**config.mk**
```make
export PLATFORM = sky130hd
export DESIGN_NAME = pfs_divider
export DESIGN_NICKNAME = d
export VERILOG_FILES = /design/src/rtl/core/pfs_divider.sv
export SDC_FILE = /design/constraint.sdc
export NUM_CORES = 1
export LEC_CHECK = 0
export BUFFER_PORTS_ARGS = -buffer_cell sky130_fd_sc_hd__buf_2
export CAP_MARGIN = 20
export CORE_AREA = 4 4 86 88
export DETAILED_ROUTE_END_ITERATION = 10
export DIE_AREA = 0 0 90 92
export PLACE_DENSITY = 0.63
export SYNTH_ARGS = -nofsm -noshare
export SYNTH_HDL_FRONTEND = slang
export SYNTH_SLANG_ARGS = --single-unit
```
**constraint.sdc**
```tcl
create_clock -name clk_i -period 5.15 [get_ports clk_i]
set_clock_uncertainty 0.2 [all_clocks]
set_input_delay 0.2575 -clock clk_i [delete_from_list [all_inputs] [get_ports clk_i]]
set_output_delay 0.2575 -clock clk_i [all_outputs]
set_load 0.005 [all_outputs]
```
**src/rtl/core/pfs_divider.sv**
```systemverilog
// Restoring divider for the factorizer: quotient, one bit per cycle.
// Uses no package items.
`default_nettype none
module pfs_divider #(
  parameter int unsigned W = 16
) (
  input  wire logic         clk_i,
  input  wire logic         rst_ni,
  input  wire logic         start_i,
  input  wire logic [W-1:0] dividend_i,
  input  wire logic [W-1:0] divisor_i,
  output logic              done_o,
  output logic [W-1:0]      quot_o
);
  localparam int unsigned CW = $clog2(W + 1);

  logic [W-1:0]  quot_q, quot_d, rem_q, rem_d, dvs_q, dvs_d;
  logic [CW-1:0] cnt_q, cnt_d;
  logic          busy_q, busy_d, done_q, done_d;
  logic [W:0]    trial;

  // one shift-subtract step per cycle
  always_comb begin
    quot_d = quot_q;
    rem_d  = rem_q;
    dvs_d  = dvs_q;
    cnt_d  = cnt_q;
    busy_d = busy_q;
    done_d = 1'b0;
    trial  = {rem_q, quot_q[W-1]} - {1'b0, dvs_q};
    if (start_i) begin
      quot_d = dividend_i;
      rem_d  = '0;
      dvs_d  = divisor_i;
      cnt_d  = CW'(W);
      busy_d = 1'b1;
    end else if (busy_q) begin
      if (trial[W]) begin
        rem_d = {rem_q[W-2:0], quot_q[W-1]};
        quot_d = {quot_q[W-2:0], 1'b0};
      end else begin
        rem_d = trial[W-1:0];
        quot_d = {quot_q[W-2:0], 1'b1};
      end
      cnt_d = cnt_q - 1'b1;
      if (cnt_q == CW'(1)) begin
        busy_d = 1'b0;
        done_d = 1'b1;
      end
    end
  end

  always_ff @(posedge clk_i or negedge rst_ni) begin
    if (!rst_ni) begin
      busy_q <= 1'b0;
      done_q <= 1'b0;
      cnt_q  <= '0;
    end else begin
      busy_q <= busy_d;
      done_q <= done_d;
      cnt_q  <= cnt_d;
    end
  end

  always_ff @(posedge clk_i) begin
    quot_q <= quot_d;
    rem_q  <= rem_d;
    dvs_q  <= dvs_d;
  end

  assign done_o = done_q;
  assign quot_o = quot_q;
endmodule
`default_nettype wire

```
* Word level (Yosys, flattened, before mapping)
Index checks and enable logic that the tools add are counted.
** Storage, ports and cells
- Bits in registers :: 55
- Bits in latches :: 0
- Memory bits (writable) :: 0
- Memory bits (read-only) :: 0
- Bits of input ports :: 35
- Output and inout port bits :: 17
- Word-level logic and storage cells :: 22
- Memories :: 0
** Operators by class
- Add/subtract/negate cells :: 2
- Multipliers :: 0
- Div/mod/pow operators :: 0
- Magnitude comparators :: 0
- Equality and inequality tests :: 1
- Shift-type cells :: 0
- Muxes and demuxes :: 12
- Bitwise gates (word level) :: 0
- Reductions and logical operators :: 1
** Operators by type and width (count)
- $mux 16 :: 3
- $sub 17x16->17 :: 1
- $mux 5 :: 2
- $mux 1 :: 7
- $eq 5x1->1 const B :: 1
- $sub 5x1->5 const B :: 1
- $reduce_bool 2->1 :: 1

* Longest topological paths before layout
Gate-level depths: netlist (run 1).
- Depth after elaboration :: 4
- Mapped depth :: 11
- Gate-level depth less buffers :: 10

* Worst setup path before layout (run 1)
Ideal clock, no wire load.
- Kind :: register to register
- From :: reg quot_q[15] (netlist: quot_o[15])
- To :: reg rem_q[0]
- Setup time :: 86 ps
- Arrival time :: 2283 ps
- Data required time :: 4864 ps
- Path slack :: 2581 ps
- Stages on the path, launching flop included :: 11
- Buffers on the path :: 0
- Period minus slack after synthesis :: 2569 ps
- Cell sequence :: edfxtp_1 > inv_1 > ha_1 > fa_1 > nand2b_1 > a21oi_1 > o21ai_1 > nand3b_2 > xor2_2 > mux2_1 > a211oi_1
** Between the ends
- Cells in the longest elaborated chain, start to end :: 2
** RTL lines
- start: declaration :: line 17 : logic [W-1:0] quot_q, quot_d, rem_q, rem_d, dvs_q, dvs_d;
- start signal: assignment :: line 66 : quot_q <= quot_d;
- $sub 17x16->17 :: line 30 : trial = {rem_q, quot_q[W-1]} - {1'b0, dvs_q};
- $mux 16 * :: line 38 : if (trial[W]) begin
- end signal: assignment :: line 67 : rem_q <= rem_d;
- end: declaration :: line 17
Mark *: on every way between the ends. The rest lies on a longest branch, timed or not.
A chain may end at the register's enable or synchronous reset.

* Worst setup path in the final report (run 1)
- From :: reg quot_q[15] (netlist: quot_o[15])
- To :: reg rem_q[2]
** Between the ends
- Cells in the longest elaborated chain, start to end :: 2
** RTL lines (line)
- $sub 17x16->17 :: 30
- $mux 16 :: 38
No other way between the ends.

==> flow_metrics.env, run 1 <==
export IMPL_synth_cell_area_um2=2989
export IMPL_clock_latency_ns=0.31
export IMPL_ios=52
export IMPL_rsz0062_at_grt="no"
export IMPL_cts_hold_repair_buffers=17
export IMPL_synth_async_sr_flop_share_pct=12.73
export IMPL_setup_violations=0
export IMPL_final_core_util_pct=53.75
export IMPL_cts_buffers=5
export IMPL_finalNetCount=397
export IMPL_fillCellCount=613
export IMPL_postCtsSetupBuffers=0
export IMPL_core_area_um2=6644
export IMPL_floorplan_die_height_um=92
export IMPL_finalHoldViolations=0
export IMPL_clock_tree_from_tritoncts="built"
export IMPL_pre_cts_ws_ns=1.773
export IMPL_crit_fanout=15
export IMPL_total_detailed_routing_wirelength_um=5887
export IMPL_post_synth_most_frequent_cells="sky130_fd_sc_hd__edfxtp_1, sky130_fd_sc_hd__inv_1, sky130_fd_sc_hd__nor2_1"
export IMPL_drt_wirelength_per_cell_um=13.88
export IMPL_postCtsResizedCells=0
export IMPL_synthCells=277
export IMPL_yosysUniqueCellTypes=45
export IMPL_synth_simple_area_share_pct=10.93
export IMPL_timing_setup_critical_path_class="reg2reg"
export IMPL_grt_util_all_layers_pct=14.75
export IMPL_post_dp_hpwl_um=4223
export IMPL_synth_xor_area_share_pct=4.939
export IMPL_via_per_inst=5.215
export IMPL_yosysSeqAreaShare_pct=48.72
export IMPL_synth_top_area_share_pct=32.15
export IMPL_clock_sink_count=55
export IMPL_gpl_final_weighted_congestion=0.8280
export IMPL_worstHoldPathCells=2
export IMPL_timing_slew_headroom_pct=40.79
export IMPL_drt_pass1_iter_count=4
export IMPL_synth_edff_count=32
export IMPL_max_cap_violations=0
export IMPL_synth_area_leaders="sky130_fd_sc_hd__edfxtp_1, sky130_fd_sc_hd__dfxtp_1, sky130_fd_sc_hd__ha_1"
export IMPL_detail_route_antenna_nets=0
export IMPL_die_width_um=90
export IMPL_dominant_cell_type_by_area_after_synthesis="sky130_fd_sc_hd__edfxtp_1"
export IMPL_flow_area_growth_from_synthesis_pct=19.46
export IMPL_drt_iter0_markers=101
export IMPL_drc=0
export IMPL_post_layout_nonfiller_instances=424
export IMPL_startpoint_type="flop"
export IMPL_clkTransAtPathRegs_ns=0.10
export IMPL_finalWorstPathRequiredPeriod_ns=3.372
export IMPL_clock_tree_buffer_depth=2
export IMPL_post_synth_cell_area_avg_um2=10.79
export IMPL_num_vias=2211
export IMPL_antenna_diode_count=0
export IMPL_clock_tree_root_cell="sky130_fd_sc_hd__clkbuf_8"
export IMPL_leading_register_cell_type_out_of_synthesis="sky130_fd_sc_hd__edfxtp_1"
export IMPL_timing_final_ws_setup_ns=1.778
export IMPL_yosysWarnings=0
export IMPL_main_combinational_cell_family_by_area_after_synthesis="compound AO/OA/AOI/OAI gates"
export IMPL_placedCellCount=399
export IMPL_numPortBuffers=51
export IMPL_synth_area_in_adders_pct=8.204
export IMPL_critPathRequiredTime_ns=5.13
export IMPL_cts_htree_levels=2
export IMPL_min_path_type="in2reg"
export IMPL_timing_worst_slew_pin_value_ns=0.8874
export IMPL_initial_antenna_violation_count=0
export IMPL_power_ir_vdd_worst_v=0.0002158
export IMPL_finalMaxSlewViolations=0
export IMPL_fin_tns_setup_ns=0
export IMPL_synth_compound_area_share_pct=12.52
export IMPL_placementRows=30
export IMPL_floorplan_die_area_um2=8280
export IMPL_crit_arrival_ns=3.35
export IMPL_leakage_nw=1.543
export IMPL_fmax_ghz=0.2965
export IMPL_yosysMostFrequentCell="sky130_fd_sc_hd__edfxtp_1"
export IMPL_initial_utilization_pct=44.99
export IMPL_grt_overflow_total=0
export IMPL_worst_r2r_cell_count=11
export IMPL_grt_pass1_vias=2240
export IMPL_hold_slack_ns=0.03792
export IMPL_synth_mux_area_share_pct=10.09
export IMPL_setup_worst_path_end_class="flop"
export IMPL_power_density_cell_area_nw_per_um2=429.7
export IMPL_grt_max_degree=52
export IMPL_post_route_period_util_pct=65.48
export IMPL_outcome="finished clean"
export IMPL_drive_above_1_share_pct=23.55
export IMPL_ys_ff_latch=55
export IMPL_syn_num_nets=331
export IMPL_grt_first_pass_wirelength_um=10010
worst paths after layout:
path / startpoint / end / slack [ns]
setup / recovery: quot_o[15] / rem_q[2] / 1.78
hold / removal: dividend_i[11] / quot_o[11] / 0.04
setup reg to reg: quot_o[15] / rem_q[2] / 1.78
hold reg to reg: rem_q[15] / rem_q[15] / 0.30
max in group asynchronous: rst_ni / cnt_q[1] / 4.51
min in group asynchronous: rst_ni / done_o / 0.09
metrics by stage:
| step | power (mW) | instance area (µm²) |
|---|---|---|
| 2_1_floorplan | 1.159 | 2989 |
| 3_3_place_gp | 1.288 | 3312 |
| 3_5_place_dp | 1.300 | 3312 |
| 4_1_cts | 1.555 | 3571 |
| 5_1_grt | 1.660 | 3571 |
| 6_report | 1.534 | 3571 |
metal layers:
metal	vias up	share of wire, %	GRT usage [%]
li1	1129	-	-
met1	1039	47	18.91
met2	37	48	25.26
met3	6	3.5	3.035
met4	0	1.2	4.209
met5	-	0	0
cell usage in the layout, fill, tap and decap left out, types with 2 or more instances in the layout:
master	n
sky130_fd_sc_hd__ha_1	18
sky130_fd_sc_hd__a211oi_1	10
sky130_fd_sc_hd__mux2i_1	11
sky130_fd_sc_hd__o221ai_1	3
sky130_fd_sc_hd__nand3_1	3
sky130_fd_sc_hd__xor2_1	4
sky130_fd_sc_hd__nand2b_1	6
sky130_fd_sc_hd__nand3b_1	3
sky130_fd_sc_hd__buf_4	3
sky130_fd_sc_hd__nand2_1	18
sky130_fd_sc_hd__buf_2	51
sky130_fd_sc_hd__clkbuf_8	5
sky130_fd_sc_hd__o211ai_1	2
sky130_fd_sc_hd__dfrtp_1	7
sky130_fd_sc_hd__dlygate4sd3_1	17
sky130_fd_sc_hd__inv_1	22
sky130_fd_sc_hd__a21o_1	5
sky130_fd_sc_hd__nor2b_1	2
sky130_fd_sc_hd__dfxtp_1	16
sky130_fd_sc_hd__edfxtp_1	32
sky130_fd_sc_hd__nor2_1	21
sky130_fd_sc_hd__o21ai_0	11
sky130_fd_sc_hd__nand4_1	2
sky130_fd_sc_hd__xnor2_1	11
sky130_fd_sc_hd__nor3_1	6
sky130_fd_sc_hd__a21oi_1	17
sky130_fd_sc_hd__mux2_2	16
registers in the layout, summed over array words and instances, names as in the netlist:
| register | flops |
|---|---|
| quot_o | 16 |
| rem_q | 16 |
| dvs_q | 16 |
| cnt_q | 5 |
| busy_q | 1 |
| done_o | 1 |
final cells by class:
type / count / area, µm² / share of cell area, %
tap: 80 / 100.1 / 2.803
clock inverter: 3 / 20.02 / 0.5606
multi-input combinational: 188 / 1395 / 39.07
timing repair buffer: 71 / 447.9 / 12.54
sequential: 55 / 1456 / 40.79
clock buffer: 5 / 68.82 / 1.927
inverter: 22 / 82.58 / 2.313
worst max-delay path: stages (launching register included):
cell and delay (ns):
sky130_fd_sc_hd__edfxtp_1 0.36, sky130_fd_sc_hd__inv_1 0.06, sky130_fd_sc_hd__ha_1 0.21, sky130_fd_sc_hd__fa_1 0.39
sky130_fd_sc_hd__nand2b_1 0.17, sky130_fd_sc_hd__a21oi_1 0.29, sky130_fd_sc_hd__o21ai_1 0.14, sky130_fd_sc_hd__nand3b_2 0.11
sky130_fd_sc_hd__xor2_2 0.71, sky130_fd_sc_hd__buf_4 0.30, sky130_fd_sc_hd__mux2i_1 0.21, sky130_fd_sc_hd__a211oi_1 0.09
power breakdown:
part           internal [mW]  switching (mW)
Combinational          0.325           0.338
Clock                 0.0952           0.144
Sequential             0.569          0.0638
Total                  0.989           0.546
cell families (layout without fill, tap and decap cells):
logic type / count (synthesis) / count (layout)
adder cells (fa/ha/maj): 19 / 19
flip-flops: 55 / 55
XOR/XNOR: 16 / 16
AND/OR/NAND/NOR: 67 / 67
multiplexers: 28 / 28
buffers and inverters: 34 / 101
AO/OA/AOI/OAI: 58 / 58
Power figures use the tool's default switching activity.
==> run 2, diff against run 1 <==
--- a/config.mk
+++ b/config.mk
@@ -5,11 +5,12 @@
 export SDC_FILE = /design/constraint.sdc
 export NUM_CORES = 1
 export LEC_CHECK = 0
+export ABC_AREA = 1
 export BUFFER_PORTS_ARGS = -buffer_cell sky130_fd_sc_hd__buf_2
 export CAP_MARGIN = 20
-export CORE_AREA = 4 4 86 88
+export CORE_AREA = 4 4 91 93
 export DETAILED_ROUTE_END_ITERATION = 10
-export DIE_AREA = 0 0 90 92
+export DIE_AREA = 0 0 95 97
 export PLACE_DENSITY = 0.63
 export SYNTH_ARGS = -nofsm -noshare
 export SYNTH_HDL_FRONTEND = slang
==> constraint.sdc (replaced) <==
create_clock -name clk_i -period 3.43 [get_ports clk_i]
set_clock_uncertainty 0.2 [all_clocks]
set_input_delay 0.1715 -clock clk_i [delete_from_list [all_inputs] [get_ports clk_i]]
set_output_delay 0.1715 -clock clk_i [all_outputs]
set_load 0.005 [all_outputs]
==> run 2 against run 1 <==
Effect of this change: global-route usage rose by 2.8 points; sequential cell count did not move; setup slack got worse by 0.91 ns.
==> flow_metrics.env, run 2 <==
export IMPL_yosysUniqueCellTypes=31
export IMPL_crit_arrival_ns=2.56
export IMPL_core_area_um2=7527
export IMPL_critPathMostFrequentCell="sky130_fd_sc_hd__nand2_2"
export IMPL_max_stage_delay_ns=0.40
export IMPL_post_synth_cell_area_avg_um2=7.252
export IMPL_clock_latency_ns=0.30
export IMPL_post_dp_hpwl_um=5507
export IMPL_fmax_ghz=0.3908
export IMPL_fin_tns_setup_ns=0
export IMPL_synth_top_area_share_pct=28.43
export IMPL_critPathRequiredTime_ns=3.43
export IMPL_ios=52
export IMPL_cp_slowest_cell="sky130_fd_sc_hd__fa_1"
export IMPL_gpl_final_weighted_congestion=0.8469
export IMPL_max_cap_violations=0
export IMPL_grt_max_degree=38
export IMPL_leading_register_cell_type_out_of_synthesis="sky130_fd_sc_hd__edfxtp_1"
export IMPL_syn_num_nets=520
export IMPL_postCtsSetupBuffers=0
export IMPL_grt_pass1_vias=2914
export IMPL_initial_utilization_pct=44.90
export IMPL_timing_setup_critical_path_class="reg2reg"
export IMPL_cts_htree_levels=2
export IMPL_drive_above_1_share_pct=13.95
export IMPL_worst_path_cell_chain="inv_1, ha_1, fa_1, inv_1, nand2_1, nand2_1, nand3_1, nand2_2, nand2_2, nand2_2, nand2_2, nand2_2, nand2_1, nand3_1, nand2_1"
export IMPL_reg2reg_slack_ns=0.87
export IMPL_most_common_layout_cells="sky130_fd_sc_hd__nand2_1, sky130_fd_sc_hd__inv_1, sky130_fd_sc_hd__buf_2"
export IMPL_ys_ff_latch=55
export IMPL_floorplan_die_area_um2=9215
export IMPL_total_power_of_the_final_layout_mw=2.404
export IMPL_clock_tree_root_cell="sky130_fd_sc_hd__clkbuf_8"
export IMPL_grt_overflow_total=0
export IMPL_outcome="finished clean"
export IMPL_drc=0
export IMPL_synth_area_leaders="sky130_fd_sc_hd__edfxtp_1, sky130_fd_sc_hd__nand2_1, sky130_fd_sc_hd__inv_1"
export IMPL_setup_worst_path_end_class="flop"
export IMPL_grt_first_pass_wirelength_um=13070
export IMPL_fin_area_um2=4150
export IMPL_min_path_type="in2async"
export IMPL_synthCells=466
export IMPL_synth_cell_area_um2=3379
export IMPL_timing_worst_slew_pin_value_ns=0.7434
export IMPL_timing_final_ws_setup_ns=0.8710
export IMPL_drt_wirelength_per_cell_um=11.59
export IMPL_yosysMostFrequentCell="sky130_fd_sc_hd__nand2_1"
export IMPL_dominant_cell_type_by_area_after_synthesis="sky130_fd_sc_hd__edfxtp_1"
export IMPL_setup_violations=0
export IMPL_postCtsResizedCells=0
export IMPL_post_route_period_util_pct=74.61
export IMPL_initial_antenna_violation_count=0
export IMPL_synth_async_sr_flop_share_pct=12.73
export IMPL_drt_pass1_iter_count=4
export IMPL_finalNetCount=605
export IMPL_clock_tree_from_tritoncts="built"
export IMPL_synth_edff_count=32
export IMPL_drt_iter0_markers=144
export IMPL_antenna_diode_count=0
export IMPL_detail_route_antenna_nets=0
export IMPL_post_synth_most_frequent_cells="sky130_fd_sc_hd__nand2_1, sky130_fd_sc_hd__inv_1, sky130_fd_sc_hd__edfxtp_1"
export IMPL_finalMaxSlewViolations=0
export IMPL_startpoint_type="flop"
export IMPL_flow_area_growth_from_synthesis_pct=22.81
export IMPL_final_common_cell="sky130_fd_sc_hd__nand2_1"
export IMPL_via_per_inst=4.624
export IMPL_floorplan_die_height_um=97
export IMPL_timing_slew_headroom_pct=50.44
export IMPL_rsz0062_at_grt="no"
export IMPL_power_density_cell_area_nw_per_um2=579.1
export IMPL_clock_tree_buffer_depth=2
export IMPL_num_vias=3024
export IMPL_die_width_um=95
export IMPL_placementRows=32
export IMPL_worst_path_buf_inv=2
export IMPL_clock_sink_count=55
export IMPL_detailed_place_area_um2=3720
export IMPL_clkTransAtPathRegs_ns=0.09
export IMPL_finalHoldViolations=0
export IMPL_power_ir_vdd_worst_v=0.0002920
export IMPL_yosysWarnings=0
export IMPL_numPortBuffers=51
export IMPL_grt_util_all_layers_pct=17.53
export IMPL_worst_path_dominant_cell_family="simple AND/OR/NAND/NOR gates"
export IMPL_finalWorstPathRequiredPeriod_ns=2.559
export IMPL_crit_fanout=13
export IMPL_pre_cts_ws_ns=0.8828
export IMPL_total_detailed_routing_wirelength_um=7579
export IMPL_leakage_nw=2.283
export IMPL_cts_buffers=5
export IMPL_yosysSeqAreaShare_pct=43.10
==> run 2: changes by cell type after synthesis, sizes merged, moves of 6 or more <==
cell and change:
clkbuf -6, xnor2 -8, a211oi -10, nand3 +22
mux2i -11, nand2b -6, inv +68, mux2 -17
nand2 +190
==> run 2: worst paths after layout <==
path	startpoint	end	cells after the start
max in group asynchronous	rst_ni	busy_q	2
max reg2reg	quot_o[15]	rem_q[2]	15
min reg2reg	cnt_q[3]	cnt_q[3]	1
max	quot_o[15]	rem_q[2]	15
min in group clk_i	cnt_q[3]	cnt_q[3]	1
min	rst_ni	cnt_q[3]	2
==> run 2: per-layer routing <==
layer / part of all wire (%) / global-route usage, %
met3: 4.3 / 2.877
met5: 0 / 0
met2: 47 / 28.74
met1: 48 / 24.10
met4: 1.0 / 3.996
==> run 2: kinds of logic (layout without fill, tap and decap cells) <==
group / after synthesis / in the layout / synth area share, %
xor gates and xnor gates: 7 / 7 / 1.814
AOI/OAI and AO/OA: 21 / 21 / 3.258
adders and majority gates: 19 / 19 / 7.257
DFF: 55 / 55 / 43.10
buffers and inverters: 98 / 184 / 11.59
and+or+nand+nor: 266 / 266 / 32.99
==> run 2: final cells by class <==
type	instances	area, µm²
inverters	91	341.6
fillers	745	3377
flip-flops and latches	55	1456
multi-input cells	313	1531
well taps	102	127.6
repair buffers	85	593.1
clock buffers	8	100.1
==> run 2: repair_timing <==
action / 4_1_cts / 5_1_grt
hold buffers: 33 / 0
hold endpoints to repair: 39 / 0
setup endpoints to repair: 0 / 0
==> run 2: where the power goes <==
part	leakage [nW]	internal, mW	switching, mW
Sequential	0.549	0.826	0.0821
Combinational	1.68	0.411	0.699
Clock	0.0515	0.185	0.201
Total	2.28	1.42	0.982
==> run 2: through the flow <==
step	instances	hold slack, ns	utilization, %
after floorplan	466	-0.3241	-
after global placement	613	-0.1853	49.42
after detailed placement	613	-0.1938	49.42
after CTS	654	0.003668	55.14
after global routing	654	0.02407	55.14
final	654	0.009953	55.14
